**src/design/multi_alarm_scheduler_core_assert.svh**
```systemverilog
// Assertion macros shared by the scheduler core.
`ifndef MULTI_ALARM_SCHEDULER_CORE_ASSERT_SVH
`define MULTI_ALARM_SCHEDULER_CORE_ASSERT_SVH

// The property must hold at every edge outside reset.
`define MAS_ASSERT_ALWAYS(label, clk, rst, prop) \
   label: assert property (@(posedge clk) disable iff (rst) (prop)) \
      else $error("multi_alarm_scheduler_core: invariant violated");

// The consequent must hold in the same cycle as the antecedent.
`define MAS_ASSERT_IMPLY(label, clk, rst, ante, cons) \
   label: assert property (@(posedge clk) disable iff (rst) (ante) |-> (cons)) \
      else $error("multi_alarm_scheduler_core: implication violated");

// The consequent must hold in the cycle after the antecedent.
`define MAS_ASSERT_NEXT(label, clk, rst, ante, cons) \
   label: assert property (@(posedge clk) disable iff (rst) (ante) |=> (cons)) \
      else $error("multi_alarm_scheduler_core: sequence violated");

`endif

```
**src/design/mas_ram.sv**
```systemverilog
module mas_ram #(
   parameter int WIDTH = 8,
   parameter int DEPTH = 4,
   localparam int AW = (DEPTH > 1) ? $clog2(DEPTH) : 1
) (
   input  logic             clock,
   input  logic             wr_en,
   input  logic [AW-1:0]    wr_addr,
   input  logic [WIDTH-1:0] wr_data,
   input  logic [AW-1:0]    rd_addr,
   output logic [WIDTH-1:0] rd_data
);

   logic [WIDTH-1:0] mem_ff [DEPTH];
   logic [WIDTH-1:0] rd_data_ff;

   always_ff @(posedge clock) begin
      if (wr_en) begin
         mem_ff[wr_addr] <= wr_data;
      end
      rd_data_ff <= mem_ff[rd_addr];
   end

   assign rd_data = rd_data_ff;

endmodule

```
**config.mk**
```make
export PLATFORM = sky130hd
export DESIGN_NAME = mas_ram
export DESIGN_NICKNAME = d
export VERILOG_FILES = /design/src/design/multi_alarm_scheduler_core_assert.svh /design/src/design/mas_ram.sv
export SDC_FILE = /design/constraint.sdc
export NUM_CORES = 1
export LEC_CHECK = 0
export BUFFER_PORTS_ARGS = -buffer_cell sky130_fd_sc_hd__buf_2
export CORE_MARGIN = 2
export CORE_UTILIZATION = 57
export DETAILED_ROUTE_END_ITERATION = 6
export PLACE_DENSITY = 0.77
export SETUP_SLACK_MARGIN = 0.05
export SKIP_LAST_GASP = 1
export SLEW_MARGIN = 40
export SYNTH_ARGS = -nofsm -noshare
export SYNTH_HDL_FRONTEND = slang
export SYNTH_SLANG_ARGS = --single-unit
```
**constraint.sdc**
```tcl
create_clock -name clock -period 3.1 [get_ports clock]
set_clock_uncertainty 0.05 [all_clocks]
set_input_delay 0.155 -clock clock [delete_from_list [all_inputs] [get_ports clock]]
set_output_delay 0.155 -clock clock [all_outputs]
set_load 0.01 [all_outputs]
```
== Word-level counts from Yosys, hierarchy flattened ==
Memory sizes are Yosys's and may differ from the RTL's. A register that Yosys moved wholly into a read port is not among the register bits.
Index checks and enable logic that the tools add are counted.
Word-level totals
  register bits after elaboration: 0
  bits in writable memories: 32
  input bits: 14
  output and inout port bits: 8
  word-level logic and storage cells: 3
  memories kept: 1
Operators by class
  multiplexer cells: 2
Memories
  mem_ff: words 4, width 8, rd ports 1, clocked after Yosys merged registers in 1, write ports 1, RTL line mas_ram.sv:14  | logic [WIDTH-1:0] mem_ff [DEPTH];
Operators with widths (number)
  two-way mux 1 bit: 2

== Depth between registers and ports, before layout ==
Gate-level depths: netlist of the first run.
  depth after elaboration: 2
  mapped depth: 2
  depth with buffers taken out: 1

== Least setup slack after synthesis of the first run ==
OpenSTA, ideal clock, no wires.
  path kind: in2reg
  start point: in wr_addr[0]
  end point: mem mem_ff[0][0], enable pin
  setup time: 385 ps
  data arrival time: 834 ps
  required time: 2665 ps
  setup slack: 1831 ps
  cell stages on the path: 1
  buffers on the path: 0
  path through: nor3b_1
RTL lines
  start: declaration: RTL line mas_ram.sv:8  | input logic [AW-1:0] wr_addr,
  end: declaration: RTL line mas_ram.sv:14
No word-level cell before the write port.

== Final worst setup path of the first run ==
  start point: mem mem_ff[3][2]
  end point: reg rd_data_ff[2] (netlist: rd_data[2]) (read register of mem_ff)
RTL lines
  end: declaration: RTL line mas_ram.sv:15  | logic [WIDTH-1:0] rd_data_ff;
No word-level cell between the ends.

==> out/metrics.yaml, run 1 <==
die-area_um2: 2772
layout_common_cells: "edfxtp_1, buf_2, mux4_2, dlygate4sd3_1, dfxtp_1"
worstSetupPathType: "flop to flop"
start_kind: "flop"
syn_avg_cell_area_um2: 24.98
vias_per_cell: 5.195
area.growth.synth_to_final_pct: 20.59
tns_ps: 0
cp_cell_sequence: "mux4_2"
place_congestion: 0.6612
power_density_nw_per_um2: 586.5
clock_sinks: 40
critical-path-max-stage-delay_ps: 480
antenna_cells: 0
finalHoldViolCount: 0
nNetsFinal: 103
critPathBufInv: 0
power.leakage_nw: 0.5852
clockBufferDepth: 2
drcViolationCount: 0
min_period_ps: 1033
cts_tree: "done"
vias: 613
nFillCells: 144
die_y_um: 52.65
cts_htree_levels: 2
port_buffers: 21
postSynthNetCount: 68
synth.distinct_cells: 8
grt_max_degree: 14
hold_class: "input port to flop"
cts_inserted_buffers: 5
io_pins: 22
slew_violations: 0
fp.dieW_um: 52.65
required_ps: 3270
ant_nets: 0
fmax_mhz: 968.5
status: "finished clean"
wl_per_cell_um: 15.46
start_util_pct: 60.39
synth_cells: 54
regArea_um2: 1121
fin_hold_ws_ps: 179.3
layout-drive-gt1-share_pct: 42.22
cts.clk_slew.worst_paths_ps: 120
grt_pass1_vias: 667
drv_cap: 0
insertion_delay_ps: 340
mostFrequentLayoutCell: "edfxtp_1"
rsz0062_at_grt: "no"
syn_area_um2: 1349
antenna_found_initial: 0
multi_input_area_um2: 211.5
track_usage_pct: 16.74
max_slew_margin_pct: 72.04
timing.final.crit_share_pct: 33.31
timing.critical_path.slowest_stage_cell: "mux4_2"
gr-total-overflow: 0
vdd_drop_max_uv: 425.7
grt_pass1_wl_um: 2904
yosys_warnings: 0
coreArea_um2: 2233
drt-total-wl_um: 1824
root_buffer: "clkbuf_4"
tightestPinTransition_ps: 419.4
drtIter0Drc: 13
critPathTopFamily: "multiplexers"
setup_viol: 0
cp.arrival_ps: 1210
row_count: 17
ys_seq_elements: 40
critPathCaptureType: "flop"
crit_fanout: 1
drt_first_pass_iters: 4
ys_seq_area_share_pct: 83.12
==> cell usage after synthesis <==
cell type	n	area share, %
mux4_2	8	13
nor3b_1	1	0.56
clkbuf_2	1	0.37
edfxtp_1	32	71
and3b_1	2	1.3
and3_1	1	0.46
dfxtp_1	8	12
buf_6	1	0.83
==> logic make-up after synthesis <==
| logic type | count (synthesis) | share of synthesized area, % |
|---|---|---|
| buffers and inverters | 2 | 1.206 |
| muxes | 8 | 13.36 |
| DFF | 40 | 83.12 |
| and+or+nand+nor | 4 | 2.320 |
==> final cells by class <==
| cell class | instances | area share [%] |
|---|---|---|
| sequential | 40 | 68.92 |
| clock inverter | 2 | 0.9231 |
| tap | 28 | 2.154 |
| multi-input combinational | 12 | 13.00 |
| timing repair buffer | 30 | 11.85 |
| clock buffer | 6 | 3.154 |
==> report_power, final <==
group | switching (mW) | internal (mW) | total, mW
registers | 0.00654 | 0.611 | 0.618
logic | 0.0298 | 0.0363 | 0.0661
clock network | 0.160 | 0.110 | 0.270
total | 0.196 | 0.758 | 0.954
==> worst paths after layout <==
kind | start | endpoint | slack (ps) | depth (start not counted)
worst max-delay path | mem_ff[3][2] | rd_data[2] | 2070 | 1
worst min-delay path | rd_addr[1] | rd_data[6] | 180 | 2
worst max register to register | mem_ff[3][2] | rd_data[2] | 2070 | 1
worst min register to register | mem_ff[2][6] | rd_data[6] | 510 | 1
==> registers in the layout, summed over array words and instances (netlist names) <==
signal and count:
mem_ff 32, rd_data 8
==> metal layers <==
layer  up-vias  part of all wire [%]  global-route usage [%]
met5         -                     0                       0
li1        295                     -                       -
met2        21                    57                   28.96
met1       293                    37                   16.77
met4         0                   1.3                   8.974
met3         4                   5.5                   7.143
==> per-stage QoR <==
step                util (%)  power, mW  area [um^2]  worst slack [ps]  std cells
global route           72.83     0.9988         1627              2043        118
detailed placement     66.27     0.6905         1480              1925        102
global placement       66.27     0.6866         1480              1950        102
CTS                    72.83     0.9664         1627              2056        118
floorplan                  -     0.6623         1349              1831         54
finish                 72.83     0.9540         1627              2067        118
==> what timing repair did <==
item | in CTS | in global routing
setup buffers | 0 | 0
hold endpoints to repair | 32 | 0
hold buffers | 8 | 0
resized for setup | 0 | 0
setup endpoints to repair | 0 | 0
Note: power is estimated with default switching activity, not from simulation.
==> run 2: changes to the inputs <==
--- a/config.mk
+++ b/config.mk
@@ -7,9 +7,9 @@
 export LEC_CHECK = 0
 export BUFFER_PORTS_ARGS = -buffer_cell sky130_fd_sc_hd__buf_2
 export CORE_MARGIN = 2
-export CORE_UTILIZATION = 57
+export CORE_UTILIZATION = 53
 export DETAILED_ROUTE_END_ITERATION = 6
-export PLACE_DENSITY = 0.77
+export PLACE_DENSITY = 0.73
 export SETUP_SLACK_MARGIN = 0.05
 export SKIP_LAST_GASP = 1
 export SLEW_MARGIN = 40
==> constraint.sdc (replaced) <==
create_clock -name clock -period 0.95 [get_ports clock]
set_clock_uncertainty 0.05 [all_clocks]
set_input_delay 0.0475 -clock clock [delete_from_list [all_inputs] [get_ports clock]]
set_output_delay 0.0475 -clock clock [all_outputs]
set_load 0.01 [all_outputs]
==> run 2 against run 1 <==
  * The run now ends with negative setup slack left
  * Die area grew 7.0%
  * Largest cell class unchanged
  * Via count increased by 2.1%
  * Global-route usage decreased by 1.5 points
  * Non-clock buffer count grew 4
  * Sequential share of layout area shrank 3.4 points
  * Combinational power increased to 3.9 times the previous value
  * Routed wire length grew 2.2%
  * Cell count is 5.1% higher
==> out/metrics.yaml, run 2 (synthesis results as in run 1) <==
start_kind: "flop"
drcViolationCount: 0  # unchanged
fp.dieW_um: 54.45  # +3.4%
layout-drive-gt1-share_pct: 44.68  # +2.5 points
timing.final.crit_share_pct: 106.9  # +74 points
fin_area_um2: 1714  # +5.4%
slew_violations: 0  # unchanged
power.switching_uw: 593.9  # +200%
grt_pass1_wl_um: 2746  # -5.4%
power_density_nw_per_um2: 1811  # +210%
track_usage_pct: 15.26  # -1.5 points
grt_pass1_vias: 599  # -10%
hpwl_um: 1216
finalHoldViolCount: 0  # unchanged
ant_nets: 0  # unchanged
antenna_cells: 0  # unchanged
critPathCaptureType: "flop"
critPathBufInv: 0  # unchanged
die_y_um: 54.45  # +3.4%
grt_max_degree: 12  # -2
start_util_pct: 54.94  # -5.4 points
worstSetupPathType: "flop to flop"
clockBufferDepth: 2  # unchanged
cts_htree_levels: 2  # unchanged
p_int_mw: 2.511  # +230%
place_area_um2: 1568  # +5.9%
total_power_mw: 3.105  # +230%
die-area_um2: 2964  # +7.0%
cp.arrival_ps: 1180  # -30 ps
cts_tree: "done"
nFillCells: 162  # +13%
switching_share_pct: 19.13  # -1.5 points
dp_slack_ps: -60.83  # -1986 ps
largest_reg_flops: 32  # unchanged
wl_per_cell_um: 15.03  # -2.8%
insertion_delay_ps: 330  # about the same
finish.utilization_pct: 69.83  # -3.0 points
top_register: "mem_ff"
cp_cell_sequence: "mux4_2"
fmax_mhz: 984.3  # +1.6%
required_ps: 1110  # -2160 ps
drt-total-wl_um: 1864  # +2.2%
critPathTopFamily: "multiplexers"
area.growth.synth_to_final_pct: 27.09
p_clk_share_pct: 26.8  # -1.5 points
cts_inserted_buffers: 5  # unchanged
coreArea_um2: 2455  # +9.9%
hold_class: "input port to flop"
seqPwrFrac_pct: 64.9  # about the same
max_slew_margin_pct: 85.19  # +13 points
violations: "negative setup slack"
mostFrequentLayoutCell: "edfxtp_1"
clock_sinks: 40  # unchanged
status: "complete, but fails checks"
gr-total-overflow: 0  # unchanged
setup_viol: 8  # +8
finalWorstSetupSlack_ps: -65.93  # -2133 ps
rsz0062_at_grt: "yes"
root_buffer: "clkbuf_4"
drt_first_pass_iters: 3  # -1
nNetsFinal: 107  # +3.9%
min_period_ps: 1016  # -16.61 ps
tightestPinTransition_ps: 222.2  # -197.3 ps
drtIter0Drc: 5  # -8
post_cts_buffers: 0  # unchanged
vias: 626  # +2.1%
crit_fanout: 1  # unchanged
vias_per_cell: 5.048  # -2.8%
timing.critical_path.slowest_stage_cell: "mux4_2"
drv_cap: 0  # unchanged
row_count: 18  # +1
layout_common_cells: "edfxtp_1, buf_2, mux4_2, dlygate4sd3_1, dfxtp_1"
port_buffers: 21  # unchanged
vdd_drop_max_uv: 1523  # +260%
critical-path-max-stage-delay_ps: 470  # about the same
cts.clk_slew.worst_paths_ps: 100  # -20 ps
antenna_found_initial: 0  # unchanged
io_pins: 22  # unchanged
power.leakage_nw: 0.6259  # +7.0%
comb_power_share_pct: 8.3  # +1.4 points
place_congestion: 0.6754  # +2.1%
## run 2: changes by cell type in the layout (fill, tap and decap cells not counted), sizes merged
cell	change
clkbuf	+2
clkinvlp	-2
buf	+4
## run 2: final cells by class
class | count | area, um^2 | share of cell area, %
clock buffers | 8 | 58.81 | 3.431
multi-input cells | 12 | 216.5 | 12.63
flip-flops and latches | 40 | 1122 | 65.47
well taps | 30 | 37.54 | 2.190
repair buffers | 34 | 279.0 | 16.28
## run 2: metrics by stage
| step | setup TNS, ps | hold WS (ps) | instances |
|---|---|---|---|
| 6_report | -343.7 | 99.55 | 124 |
| 5_1_grt | -561.1 | 85.61 | 124 |
| 4_1_cts | -408.0 | 91.90 | 124 |
| 3_5_place_dp | -299.1 | 213.8 | 108 |
| 3_3_place_gp | -113.5 | 210.0 | 108 |
| 2_1_floorplan | -70.60 | 96.37 | 54 |
## run 2: routing by layer
layer / share of wire, % / wire length [um] / track usage [%] / vias to the layer above
met1: 41 / 757 / 17.15 / 303
met3: 5.3 / 98 / 7.377 / 2
met4: 0.75 / 14 / 7.500 / 0
li1: - / - / - / 305
met2: 53 / 993 / 24.30 / 16
met5: 0 / 0 / 0 / -
## run 2: power by group through the flow
| stage | clock (mW) | combinational [mW] | sequential (mW) |
|---|---|---|---|
| floorplan | 0 | 0.0911 | 2.07 |
| finish | 0.832 | 0.257 | 2.02 |
| CTS | 0.855 | 0.255 | 2.02 |
| global route | 0.930 | 0.278 | 2.03 |
| detailed placement | 0 | 0.230 | 2.06 |
| global placement | 0 | 0.224 | 2.05 |
## run 2: path summary, 6_finish.rpt
check / startpoint / to / slack, ps / cells past startpoint
setup / recovery: mem_ff[3][6] / rd_data[6] / -70 / 1
hold / removal: rd_addr[1] / rd_data[7] / 100 / 2
setup reg to reg: mem_ff[3][6] / rd_data[6] / -70 / 1
hold reg to reg: mem_ff[3][3] / rd_data[3] / 510 / 1
## run 2: what timing repair did
item / in CTS / in global routing
hold buffers: 8 / 0
endpoints found under the hold margin: 32 / 0
setup endpoints to repair: 9 / 14
resized for setup: 0 / 2
